===== src/rtl/ptfp_pkg.sv =====
// ----------------------------------------------------------------------------
// ptfp_pkg
// Shared constants and the CRC-8 helper for the telemetry frame parser.
// ----------------------------------------------------------------------------
package ptfp_pkg;

    localparam logic [7:0] HDR_BYTE      = 8'hFF;
    localparam logic [7:0] CRC_POLY_REFL = 8'h8C;
    localparam logic [7:0] CRC_INIT      = 8'h00;

    // Reflected CRC-8 Maxim, one byte, LSB first
    function automatic logic [7:0] crc8_byte(input logic [7:0] crc, input logic [7:0] data);
        logic [7:0] c;
        c = crc ^ data;
        for (int k = 0; k < 8; k++)
        begin
            if (c[0])
                c = (c >> 1) ^ CRC_POLY_REFL;
            else
                c = c >> 1;
        end
        return c;
    endfunction

endpackage


===== src/rtl/ptfp_ifs.sv =====
// ----------------------------------------------------------------------------
// ptfp channel interfaces
// Valid/ready channels for received bytes and for parsed frame reports.
// ----------------------------------------------------------------------------
interface ptfp_byte_if;
    logic       valid;
    logic       ready;
    logic [7:0] rx_byte;

    modport source (output valid, output rx_byte, input ready);
    modport sink   (input valid, input rx_byte, output ready);
endinterface

interface ptfp_report_if;
    logic        valid;
    logic        ready;
    logic [7:0]  voltage_volts;
    logic [7:0]  current_tenths_amp;
    logic [15:0] power_tenths_watt;
    logic        crc_ok;
    logic [7:0]  received_crc;

    modport source (output valid, output voltage_volts, output current_tenths_amp,
                    output power_tenths_watt, output crc_ok, output received_crc,
                    input ready);
    modport sink   (input valid, input voltage_volts, input current_tenths_amp,
                    input power_tenths_watt, input crc_ok, input received_crc,
                    output ready);
endinterface


===== src/rtl/power_telemetry_frame_parser.sv =====
// ----------------------------------------------------------------------------
// power_telemetry_frame_parser
// Hunts for 0xFF headers in a byte stream and reports voltage, current,
// power and CRC check for each four-byte frame.
// ----------------------------------------------------------------------------
// Reporting: an accepted CRC byte first sits in the input register, then
//   moves to the report register, which drives the frame report.
// Throughput: one byte per cycle; the report register frees the byte side
//   unless a report is pending and the next frame end is ready to be written.
// Reset: rst_n clears the frame phase, CRC and held bytes; parser starts hunting.
module power_telemetry_frame_parser
    import ptfp_pkg::*;
(
    input  logic                 clk,
    input  logic                 rst_n,
    ptfp_byte_if.sink            rx,
    ptfp_report_if.source        report
);

    typedef enum logic [1:0] {
        PH_HUNT,
        PH_VOLT,
        PH_CURR,
        PH_CRC
    } phase_t;

    phase_t      phase_reg,   phase_next;
    logic [7:0]  crc_reg,     crc_next;
    logic [7:0]  volt_reg,    volt_next;
    logic [7:0]  curr_reg,    curr_next;

    logic        byte_valid_reg, byte_valid_next;
    logic [7:0]  byte_reg,       byte_next;

    logic        out_valid_reg,  out_valid_next;
    logic [7:0]  out_volt_reg,   out_volt_next;
    logic [7:0]  out_curr_reg,   out_curr_next;
    logic [15:0] out_pwr_reg,    out_pwr_next;
    logic        out_ok_reg,     out_ok_next;
    logic [7:0]  out_crc_reg,    out_crc_next;

    logic        emits;
    logic        out_free;
    logic        advance;
    logic        rx_ready;

    assign emits    = (phase_reg == PH_CRC);
    assign out_free = !out_valid_reg || report.ready;
    // non-reporting bytes never wait on the report side
    assign advance  = byte_valid_reg && (!emits || out_free);
    assign rx_ready = !byte_valid_reg || advance;
    assign rx.ready = rx_ready;

    always_comb
    begin
        phase_next      = phase_reg;
        crc_next        = crc_reg;
        volt_next       = volt_reg;
        curr_next       = curr_reg;
        byte_valid_next = byte_valid_reg;
        byte_next       = byte_reg;
        out_valid_next  = out_valid_reg;
        out_volt_next   = out_volt_reg;
        out_curr_next   = out_curr_reg;
        out_pwr_next    = out_pwr_reg;
        out_ok_next     = out_ok_reg;
        out_crc_next    = out_crc_reg;

        if (out_valid_reg && report.ready)
            out_valid_next = 1'b0;

        if (advance)
        begin
            case (phase_reg)
                PH_HUNT:
                begin
                    if (byte_reg == HDR_BYTE)
                    begin
                        crc_next   = crc8_byte(CRC_INIT, byte_reg);
                        phase_next = PH_VOLT;
                    end
                end
                PH_VOLT:
                begin
                    volt_next  = byte_reg;
                    crc_next   = crc8_byte(crc_reg, byte_reg);
                    phase_next = PH_CURR;
                end
                PH_CURR:
                begin
                    curr_next  = byte_reg;
                    crc_next   = crc8_byte(crc_reg, byte_reg);
                    phase_next = PH_CRC;
                end
                PH_CRC:
                begin
                    out_valid_next = 1'b1;
                    out_volt_next  = volt_reg;
                    out_curr_next  = curr_reg;
                    out_pwr_next   = 16'(volt_reg) * 16'(curr_reg);
                    out_ok_next    = (crc_reg == byte_reg);
                    out_crc_next   = byte_reg;
                    phase_next     = PH_HUNT;
                end
                default:
                begin
                    phase_next = PH_HUNT;
                end
            endcase
        end

        if (rx_ready)
        begin
            byte_valid_next = rx.valid;
            byte_next       = rx.rx_byte;
        end
    end

    always_ff @(posedge clk or negedge rst_n)
    begin
        if (!rst_n)
        begin
            phase_reg      <= PH_HUNT;
            crc_reg        <= CRC_INIT;
            volt_reg       <= '0;
            curr_reg       <= '0;
            byte_valid_reg <= 1'b0;
            byte_reg       <= '0;
            out_valid_reg  <= 1'b0;
            out_volt_reg   <= '0;
            out_curr_reg   <= '0;
            out_pwr_reg    <= '0;
            out_ok_reg     <= 1'b0;
            out_crc_reg    <= '0;
        end
        else
        begin
            phase_reg      <= phase_next;
            crc_reg        <= crc_next;
            volt_reg       <= volt_next;
            curr_reg       <= curr_next;
            byte_valid_reg <= byte_valid_next;
            byte_reg       <= byte_next;
            out_valid_reg  <= out_valid_next;
            out_volt_reg   <= out_volt_next;
            out_curr_reg   <= out_curr_next;
            out_pwr_reg    <= out_pwr_next;
            out_ok_reg     <= out_ok_next;
            out_crc_reg    <= out_crc_next;
        end
    end

    assign report.valid              = out_valid_reg;
    assign report.voltage_volts      = out_volt_reg;
    assign report.current_tenths_amp = out_curr_reg;
    assign report.power_tenths_watt  = out_pwr_reg;
    assign report.crc_ok             = out_ok_reg;
    assign report.received_crc       = out_crc_reg;

endmodule


===== src/flat_wrapper.sv =====
// flat-port wrapper written by rule: the top's interface ports become plain ports
module power_telemetry_frame_parser_flat import ptfp_pkg::*;
  (clk, rst_n, rx_valid, rx_rx_byte, rx_ready, report_valid, report_voltage_volts, report_current_tenths_amp, report_power_tenths_watt, report_crc_ok, report_received_crc, report_ready);
  ptfp_byte_if rx_i ();
  ptfp_report_if report_i ();
  input  logic clk;
  input  logic rst_n;
  input wire logic [$bits(rx_i.valid)-1:0] rx_valid;
  input wire logic [$bits(rx_i.rx_byte)-1:0] rx_rx_byte;
  output wire logic [$bits(rx_i.ready)-1:0] rx_ready;
  output wire logic [$bits(report_i.valid)-1:0] report_valid;
  output wire logic [$bits(report_i.voltage_volts)-1:0] report_voltage_volts;
  output wire logic [$bits(report_i.current_tenths_amp)-1:0] report_current_tenths_amp;
  output wire logic [$bits(report_i.power_tenths_watt)-1:0] report_power_tenths_watt;
  output wire logic [$bits(report_i.crc_ok)-1:0] report_crc_ok;
  output wire logic [$bits(report_i.received_crc)-1:0] report_received_crc;
  input wire logic [$bits(report_i.ready)-1:0] report_ready;
  assign rx_i.valid = rx_valid;
  assign rx_i.rx_byte = rx_rx_byte;
  assign rx_ready = rx_i.ready;
  assign report_valid = report_i.valid;
  assign report_voltage_volts = report_i.voltage_volts;
  assign report_current_tenths_amp = report_i.current_tenths_amp;
  assign report_power_tenths_watt = report_i.power_tenths_watt;
  assign report_crc_ok = report_i.crc_ok;
  assign report_received_crc = report_i.received_crc;
  assign report_i.ready = report_ready;
  power_telemetry_frame_parser u_core (.clk(clk), .rst_n(rst_n), .rx(rx_i), .report(report_i));
endmodule

===== config.mk =====
export PLATFORM = sky130hd
export DESIGN_NAME = power_telemetry_frame_parser_flat
export DESIGN_NICKNAME = d
export VERILOG_FILES = /design/src/rtl/ptfp_pkg.sv /design/src/rtl/ptfp_ifs.sv /design/src/rtl/power_telemetry_frame_parser.sv /design/src/flat_wrapper.sv
export SDC_FILE = /design/constraint.sdc
export NUM_CORES = 1
export LEC_CHECK = 0
export BUFFER_PORTS_ARGS = -buffer_cell sky130_fd_sc_hd__buf_2
export CAP_MARGIN = 0
export CORE_ASPECT_RATIO = 1.25
export CORE_MARGIN = 2
export CORE_UTILIZATION = 40
export DETAILED_ROUTE_END_ITERATION = 10
export PLACE_DENSITY = 0.61
export SLEW_MARGIN = 20
export SYNTH_ARGS = -nofsm -noshare
export SYNTH_HDL_FRONTEND = slang
export SYNTH_SLANG_ARGS = --single-unit

===== constraint.sdc =====
create_clock -name clk -period 7.7 [get_ports clk]
set_input_delay 1.54 -clock clk [delete_from_list [all_inputs] [get_ports clk]]
set_output_delay 1.54 -clock clk [all_outputs]
set_load 0.01 [all_outputs]

==> results of run 1 <==
kinds of logic after synthesis:
logic type,Yosys count,synth area share (%)
muxes,26,5.18
buffers and inverters,82,5.94
AOI/OAI and AO/OA,64,7.15
xor gates and xnor gates,43,7.12
adders and majority gates,76,21.8
DFF,77,34.4
and+or+nand+nor,217,18.4
synthesized netlist by cell type (all sizes together), types with 2 or more instances:
library cell and number:
nand4 5, and3 4, o21a 3, nand3b 3
ha 40, a21boi 2, or2 2, nand3 6
xnor2 31, o22ai 2, inv 51, buf 15
a211oi 2, nor2b 3, and2 54, o21bai 2
nor2 7, o21ai 18, nor3 2, o31ai 4
mux2 24, o211ai 3, fa 36, nand2b 3
a21o 5, dfrtp 77, clkbuf 16, nand2 126
xor2 12, a21oi 17, mux2i 2
metrics by stage:
stage	setup WS, ns	area (um2)	cells	utilization [%]
after floorplan	3.45	5600	585	-
after global placement	3.35	5970	785	43.4
after detailed placement	3.27	5970	785	43.4
after CTS	3.26	6260	801	45.5
after global routing	2.91	6260	801	45.5
final	3.27	6260	801	45.5
layout make-up:
cell class	count	area, um2	share of cell area (%)
flip-flops and latches	77	1930	30.8
repair buffers	56	292	4.66
clock inverters	3	46.3	0.739
well taps	175	219	3.50
multi-input cells	426	3350	53.4
clock buffers	13	240	3.84
inverters	51	191	3.06
worst max-delay path, delay by kind of cell (launching register included):
kind                       cells  cell delay (ns)
AOI/OAI and AO/OA              3             0.80
adders and majority gates      5             2.47
buffers and inverters          3             0.14
DFF                            1             0.48
muxes                          1             0.23
and+or+nand+nor                2             0.20
placed cells by master, fill, tap and decap left out, drive strengths merged, types with 2 or more instances in the layout:
master,n
o21a,3
fa,36
nand3,6
a21oi,17
o211ai,3
ha,40
nor2,7
a21boi,2
o22ai,2
a211oi,2
nand2,126
xor2,12
o31ai,4
nor3,2
and2,54
a21o,5
o21bai,2
nand4,5
and3,4
clkbuf,13
xnor2,31
nor2b,3
mux2,24
nand3b,3
nand2b,3
inv,51
mux2i,2
buf,56
dfrtp,77
o21ai,18
or2,2
layer usage:
| metal | global-route usage [%] | part of all wire, % |
|---|---|---|
| met1 | 21.7 | 42 |
| met2 | 29.6 | 52 |
| met3 | 3.45 | 3.6 |
| met4 | 6.68 | 2.6 |
| met5 | 0 | 0 |
worst paths after layout:
path / endpoint / slack (ns)
worst max-delay path: u_core.report.power_tenths_watt[15] / 3.27
worst min-delay path: u_core.report.voltage_volts[6] / 0.47
worst max register to register: u_core.report.power_tenths_watt[15] / 3.27
worst min register to register: u_core.report.voltage_volts[6] / 0.47
max in group asynchronous: u_core.report.voltage_volts[4] / 5.96
min in group asynchronous: u_core.report.power_tenths_watt[13] / 1.22
==> results.py, run 1 <==
metrics = {
    "run_status": {
        "status": "finished clean",
    },
    "clock_network": {
        "cts_num_sinks": 77,
        "cts_hold_buf": 0,
        "cts_resized": 0,
        "htreeDepth": 3,
        "cts.reportedPaths.clkPinSlew_ns": 0.06,
        "clockRootBuffer": "clkbuf_16",
        "tritoncts": "built",
        "clock_path_buffers": 2,
        "insertion_delay_ns": 0.33,
        "post_cts_buffers": 0,
        "cts_made_buffers": 9,
    },
    "logic_synthesis": {
        "synth_ff_type": "dfrtp_1",
        "ys_ff_latch": 77,
        "netlist_instances": 585,
        "yosysSeqAreaShare_pct": 34.4,
        "ys_types": 48,
        "synth_top_area_share_pct": 34.4,
        "avgSynthCellArea_um2": 9.58,
        "ys_warn_count": 0,
        "synth_area_leaders": "dfrtp_1 34%, fa_1 13%, ha_1 8.9%",
        "synth_fp_nets": 673,
        "synth-async-reset-ratio_pct": 100,
        "synth_edf_count": 0,
        "netlist_area_mm2": 0.00560,
        "synth_largest_area_cell": "dfrtp_1",
    },
    "floorplanning": {
        "ios": 55,
        "placementRows": 48,
        "dieArea_mm2": 0.0150,
        "coreArea_mm2": 0.0138,
        "start_util_pct": 40.7,
        "fp.dieH_um": 136,
        "dieWidth_um": 110,
    },
    "timing": {
        "hold_violations": 0,
        "slew-limit-headroom_pct": 51.8,
        "fin_skew_ns": 0.00420,
        "hold_ws_ns": 0.470,
        "tightestPinTransition_ns": 0.723,
        "rsz0062_at_grt": "no",
        "min_period_ns": 4.43,
        "post-route-period-util_pct": 57.6,
        "finalMaxSlewViolations": 0,
        "fmaxAchievable_mhz": 226,
        "setup_viol": 0,
        "fin_setup_tns_ns": 0,
    },
    "worst_setup_path": {
        "worstSetupPathType": "register to register",
        "cp_cell_sequence": "nand2_1, fa_1, fa_1, inv_1, fa_1, inv_1, fa_1, inv_1, ha_1, a21oi_1, a21boi_1, o41ai_1, mux2i_1, nand3_1",
        "cp_common_cell": "fa_1",
        "cp-startpoint": "u_core.curr_reg[7]",
        "cp-end-kind": "register",
        "reg2reg_depth": 14,
        "worstPathArrival_ns": 4.65,
        "r2r_start": "u_core.curr_reg[7]",
        "cp_slowest_cell": "fa_1",
        "worstPathRequired_ns": 7.92,
        "start_kind": "register",
        "max_stage_delay_ns": 0.54,
        "crit_path_max_fanout": 10,
    },
    "global_route": {
        "gr-total-overflow": 0,
        "track_usage_pct": 17.5,
        "antenna_found_initial": 0,
        "grt_pass1_vias": 4171,
        "grt_max_degree": 78,
        "grt_pass1_wl_um": 20300,
    },
    "layout": {
        "largest_register_ffs": 16,
        "layout-drive-gt1-share_pct": 16.0,
        "diodes": 0,
        "syn_to_final_growth_pct": 11.7,
        "nets": 709,
        "nFillCells": 1334,
    },
    "hold_path": {
        "hold_class": "register to register",
        "min_path_cells": 2,
        "hp-start": "u_core.report.voltage_volts[6]",
    },
    "placed_design": {
        "hpwl_um": 8950,
        "gp_congestion": 0.870,
        "portBuffers": 54,
    },
    "route": {
        "dr.first_iter.drc_count": 180,
        "vias": 4018,
        "ant_nets": 0,
        "drt-vias-per-instance": 5.02,
        "drc": 0,
        "wl_per_cell_um": 15.0,
        "wirelength_um": 12000,
        "dr.pass1.iters": 4,
    },
    "flow_run": {
        "maxCapViolCount": 0,
    },
}
Power of run 1 is not shown: default switching activity piles up to over one toggle a cycle in this logic, so the estimate is an artifact.
==> inputs of run 2 (changes only) <==
--- a/config.mk
+++ b/config.mk
@@ -11,7 +11,7 @@
 export CORE_MARGIN = 2
 export CORE_UTILIZATION = 40
 export DETAILED_ROUTE_END_ITERATION = 10
-export PLACE_DENSITY = 0.61
+export PLACE_DENSITY = 0.63
 export SLEW_MARGIN = 20
 export SYNTH_ARGS = -nofsm -noshare
 export SYNTH_HDL_FRONTEND = slang
==> constraint.sdc (replaced) <==
create_clock -name clk -period 4 [get_ports clk]
set_input_delay 0.8 -clock clk [delete_from_list [all_inputs] [get_ports clk]]
set_output_delay 0.8 -clock clk [all_outputs]
set_load 0.01 [all_outputs]
==> run 2 against run 1 <==
Die area unchanged. Register-to-register slack worse by 3.3 ns. Design area up 9.7%. Count of clock-buffer cells in the layout down 3. Largest cell class unchanged. Fmax up 11%.
==> results.py, run 2 (synthesized netlist as in run 1, its figures left out) <==
metrics = {
    "floorplanning": {
        "coreArea_mm2": 0.0138,
        "ios": 55,
        "placementRows": 48,
        "fp.dieH_um": 136,
        "start_util_pct": 40.7,
        "dieWidth_um": 110,
        "dieArea_mm2": 0.0150,
    },
    "route": {
        "wirelength_um": 12800,
        "dr.pass1.iters": 4,
        "ant_nets": 0,
        "drc": 0,
        "drt-vias-per-instance": 4.91,
        "dr.first_iter.drc_count": 174,
        "wl_per_cell_um": 15.0,
        "vias": 4186,
    },
    "layout": {
        "utilization_pct": 50.0,
        "nets": 760,
        "final_common_cell": "nand2_1",
        "diodes": 0,
        "final_cell_mix": "120 x nand2_1, 70 x dfrtp_1, 53 x buf_2",
        "layout-drive-gt1-share_pct": 29.5,
        "largest_register_ffs": 16,
        "fin_area_mm2": 0.00687,
        "syn_to_final_growth_pct": 22.6,
    },
    "flow_run": {
        "maxCapViolCount": 0,
    },
    "timing": {
        "fin_skew_ns": 0.00627,
        "rsz0062_at_grt": "yes",
        "min_period_ns": 4.00,
        "fmaxAchievable_mhz": 250,
        "finalMaxSlewViolations": 0,
        "fin_ws_ns": 0.0000226,
        "slew-limit-headroom_pct": 33.7,
        "tightestPinTransition_ns": 0.991,
        "setup_viol": 0,
        "hold_ws_ns": 0.469,
        "hold_violations": 0,
        "post-route-period-util_pct": 100,
    },
    "clock_network": {
        "clockRootBuffer": "clkbuf_16",
        "cts_num_sinks": 77,
        "cts.reportedPaths.clkPinSlew_ns": 0.06,
        "insertion_delay_ns": 0.34,
        "cts_made_buffers": 9,
        "tritoncts": "built",
        "clock_path_buffers": 2,
        "htreeDepth": 3,
    },
    "global_route": {
        "gr-total-overflow": 0,
        "grt_pass1_vias": 4361,
        "track_usage_pct": 17.9,
        "grt_max_degree": 78,
        "antenna_found_initial": 0,
        "grt_pass1_wl_um": 20800,
    },
    "worst_setup_path": {
        "worstPathRequired_ns": 4.19,
        "reg2reg_slack_ns": 0.00002,
        "crit_path_max_fanout": 6,
        "worstSetupPathType": "register to register",
        "cp-end-kind": "register",
        "start_kind": "register",
        "r2r_start": "u_core.curr_reg[2]",
        "reg2reg_depth": 15,
        "cp-startpoint": "u_core.curr_reg[2]",
        "worstPathArrival_ns": 4.19,
        "critPathCapture": "u_core.report.power_tenths_watt[14]",
        "r2r_end": "u_core.report.power_tenths_watt[14]",
    },
    "placed_design": {
        "hpwl_um": 9250,
        "portBuffers": 54,
        "pre_cts_slack_ns": -0.244,
        "gp_congestion": 0.867,
        "dpl_cell_area_mm2": 0.00630,
    },
    "run_status": {
        "status": "finished clean",
    },
    "hold_path": {
        "hold_class": "input pin to async pin",
    },
}
[run 2: cell types whose count changed in the layout (fill, tap and decap cells not counted), moves of 6 or more]
cell,delta
buf_4,+46
ha_1,-8
dfrtp_1,-7
dfrtp_2,+7
ha_4,+7
and2_1,-6
and2_4,+6
[run 2: worst max-delay path, cell delays in order, from the launching register on]
cell	delay (ns)
dfrtp_2	0.46
buf_6	0.14
and2_4	0.15
fa_1	0.55
fa_1	0.43
fa_1	0.49
inv_1	0.05
fa_1	0.48
inv_2	0.05
ha_4	0.23
a21o_1	0.16
a21oi_2	0.14
o211ai_1	0.10
a31oi_1	0.20
xor2_1	0.16
o21ai_1	0.07
[run 2: final cells by class]
cell class	count	area (um2)
Fill cell	1249	6880
Multi-Input combinational cell	426	3550
Sequential cell	77	1940
Timing Repair Buffer	107	693
Clock buffer	10	229
Tap cell	175	219
Inverter	51	191
Clock inverter	6	47.5
[run 2: metal layers]
| layer | track usage [%] | share of wire [%] | vias up |
|---|---|---|---|
| met5 | 0 | 0 | - |
| met4 | 6.33 | 2.2 | 0 |
| met3 | 2.49 | 2.6 | 18 |
| met2 | 32.9 | 54 | 69 |
| met1 | 20.8 | 41 | 2048 |
| li1 | - | - | 2051 |
[run 2: how the worst min path moves through the flow]
stage	startpoint	to	slack, ns	cells past startpoint
final	rst_n	u_core.report.power_tenths_watt[13]	0.47	1
after global routing	u_core.report.current_tenths_amp[6]	u_core.report.current_tenths_amp[6]	0.49	2
after CTS	u_core.report.voltage_volts[4]	u_core.report.voltage_volts[4]	0.47	2
after detailed placement	u_core.report.voltage_volts[4]	u_core.report.voltage_volts[4]	0.46	2
after global placement	u_core.report.power_tenths_watt[0]	u_core.report.power_tenths_watt[0]	0.45	2
after floorplan	rst_n	u_core.byte_reg[0]	0.50	0
[run 2: repair_timing]
| item | 4_1_cts | 5_1_grt |
|---|---|---|
| gates resized for setup | 42 | 8 |
| hold endpoints to repair | 0 | 0 |
| pin swaps | 43 | 17 |
| endpoints found under the setup margin | 7 | 6 |
| buffers inserted | 13 | 2 |
| cloned | 0 | 0 |
| hold buffers | 0 | 0 |
[run 2: through the flow]
| step | TNS (ns) | std cells |
|---|---|---|
| floorplan | 0 | 585 |
| global placement | -0.774 | 821 |
| detailed placement | -1.22 | 821 |
| CTS | 0 | 850 |
| global route | -0.763 | 852 |
| finish | 0 | 852 |
Power of run 2 is left out for the same reason.
==> inputs of run 3 (changes only) <==
--- a/config.mk
+++ b/config.mk
@@ -9,9 +9,9 @@
 export CAP_MARGIN = 0
 export CORE_ASPECT_RATIO = 1.25
 export CORE_MARGIN = 2
-export CORE_UTILIZATION = 40
+export CORE_UTILIZATION = 34
 export DETAILED_ROUTE_END_ITERATION = 10
-export PLACE_DENSITY = 0.63
+export PLACE_DENSITY = 0.56
 export SLEW_MARGIN = 20
 export SYNTH_ARGS = -nofsm -noshare
 export SYNTH_HDL_FRONTEND = slang
==> run 3 against run 2 <==
Highest routed layer unchanged. Critical path depth is 1 higher. Critical endpoint is now u_core.report.power_tenths_watt[12]. Sequential share of layout area down 0.55 points. The run now ends with setup timing left. Largest cell class unchanged. Count of clock-buffer cells in the layout shrank 1. Non-clock buffer count rose by 1. Clock skew rose by 0.0019 ns. Worst setup slack lost 0.063 ns.
==> results.py, run 3 (synthesized netlist as in run 1, its figures left out) <==
metrics = {
    "timing": {
        "hold_violations": 0,
        "setup_viol": 3,
        "tightestPinTransition_ns": 0.753,
        "rsz0062_at_grt": "yes",
        "post-route-period-util_pct": 102,
        "fmaxAchievable_mhz": 246,
        "finalMaxSlewViolations": 0,
        "min_period_ns": 4.06,
        "slew-limit-headroom_pct": 49.8,
        "fin_skew_ns": 0.00814,
        "fin_ws_ns": -0.0631,
    },
    "hold_path": {
        "hold_class": "input pin to async pin",
    },
    "floorplanning": {
        "dieWidth_um": 119,
        "dieArea_mm2": 0.0175,
        "start_util_pct": 34.7,
        "ios": 55,
        "placementRows": 52,
        "fp.dieH_um": 148,
        "coreArea_mm2": 0.0161,
    },
    "global_route": {
        "grt_pass1_wl_um": 21900,
        "grt_pass1_vias": 4463,
        "antenna_found_initial": 0,
        "grt_max_degree": 78,
        "gr-total-overflow": 0,
        "track_usage_pct": 15.5,
    },
    "worst_setup_path": {
        "worstPathArrival_ns": 4.28,
        "crit_path_max_fanout": 6,
        "reg2reg_depth": 16,
        "cp_common_cell": "fa_1",
        "reg2reg_slack_ns": -0.06,
        "cp_cell_sequence": "buf_4, and2_4, fa_2, fa_1, inv_1, fa_1, fa_1, inv_2, ha_4, a21o_1, a21oi_4, a21boi_4, buf_6, a211oi_4, xor2_1, o21ai_1",
        "r2r_start": "u_core.curr_reg[4]",
        "critPathBufInv": 4,
        "start_kind": "register",
        "cp-end-kind": "register",
        "max_stage_delay_ns": 0.53,
        "crit_family": "adder cells",
        "r2r_end": "u_core.report.power_tenths_watt[12]",
        "cp_slowest_cell": "fa_1",
        "worstSetupPathType": "register to register",
        "worstPathRequired_ns": 4.21,
    },
    "layout": {
        "layout-drive-gt1-share_pct": 31.4,
        "final_common_cell": "nand2_1",
        "final_cell_mix": "121 x nand2_1, 68 x dfrtp_1, 53 x buf_2",
        "largest_register_ffs": 16,
        "diodes": 0,
        "syn_to_final_growth_pct": 25.2,
        "fin_area_mm2": 0.00702,
        "nets": 761,
    },
    "clock_network": {
        "clock_path_buffers": 2,
        "cts_made_buffers": 9,
        "clockRootBuffer": "clkbuf_16",
        "tritoncts": "built",
        "insertion_delay_ns": 0.35,
        "cts.reportedPaths.clkPinSlew_ns": 0.07,
        "cts_num_sinks": 77,
        "htreeDepth": 3,
    },
    "route": {
        "vias": 4174,
        "drt-vias-per-instance": 4.67,
        "dr.first_iter.drc_count": 130,
        "dr.pass1.iters": 4,
        "ant_nets": 0,
        "wirelength_um": 12900,
        "drc": 0,
        "wl_per_cell_um": 14.4,
    },
    "placed_design": {
        "dpl_cell_area_mm2": 0.00634,
        "gp_congestion": 0.835,
        "pre_cts_slack_ns": -0.197,
        "portBuffers": 54,
        "hpwl_um": 9460,
    },
    "run_status": {
        "status": "finished with violations",
        "violations": "setup timing",
    },
    "flow_run": {
        "maxCapViolCount": 0,
    },
}
run 3: cell types whose count changed in the layout (fill, tap and decap cells not counted), moves of 3 or more:
cell	before	now
and2_4	6	14
buf_6	6	13
and2_1	48	40
buf_4	48	42
nand2_2	6	3
run 3: per-layer routing:
metal | up-vias | track usage, % | routed length (um)
li1 | 2048 | - | -
met4 | 0 | 4.70 | 212
met1 | 2060 | 17.5 | 5350
met5 | - | 0 | 0
met2 | 53 | 29.8 | 7000
met3 | 13 | 2.39 | 297
run 3: timing repair:
action	CTS	global route
resized for setup	38	33
endpoints found under the setup margin	8	7
setup buffers	10	8
pin swaps	40	18
hold buffers	0	0
run 3: worst max-delay path by stage:
stage	from	to	slack [ns]	cells past startpoint
after detailed placement	u_core.curr_reg[3]	u_core.report.power_tenths_watt[10]	-0.20	14
final	u_core.curr_reg[4]	u_core.report.power_tenths_watt[12]	-0.06	16
after global placement	u_core.curr_reg[3]	u_core.report.power_tenths_watt[12]	-0.14	14
after CTS	u_core.curr_reg[2]	u_core.report.power_tenths_watt[10]	0.003	15
after floorplan	u_core.curr_reg[7]	u_core.report.power_tenths_watt[15]	0.007	15
after global routing	u_core.curr_reg[4]	u_core.report.power_tenths_watt[10]	-0.18	15
run 3: per-stage QoR:
stage	instances	hold WS, ns	TNS [ns]	util (%)
3_5_place_dp	860	0.456	-0.977	39.3
3_3_place_gp	860	0.456	-0.760	39.3
6_report	894	0.427	-0.118	43.5
5_1_grt	894	0.501	-0.795	43.5
2_1_floorplan	585	0.504	0	-
4_1_cts	886	0.472	0	42.3
run 3: worst register-to-register path: stages, from the launching register on:
cell	delay, ns
dfrtp_2	0.46
buf_4	0.16
and2_4	0.15
fa_2	0.34
fa_1	0.48
inv_1	0.05
fa_1	0.45
fa_1	0.53
inv_2	0.05
ha_4	0.24
a21o_1	0.18
a21oi_4	0.16
a21boi_4	0.08
buf_6	0.13
a211oi_4	0.22
xor2_1	0.17
o21ai_1	0.07
run 3: layout make-up:
type                            instances  area, um2
Inverter                               51        191
Sequential cell                        77       1940
Fill cell                            1633       9120
Clock buffer                            9        225
Tap cell                              216        270
Multi-Input combinational cell        426       3580
Clock inverter                          7       82.6
Timing Repair Buffer                  108        727
Power of run 3 is left out for the same reason.
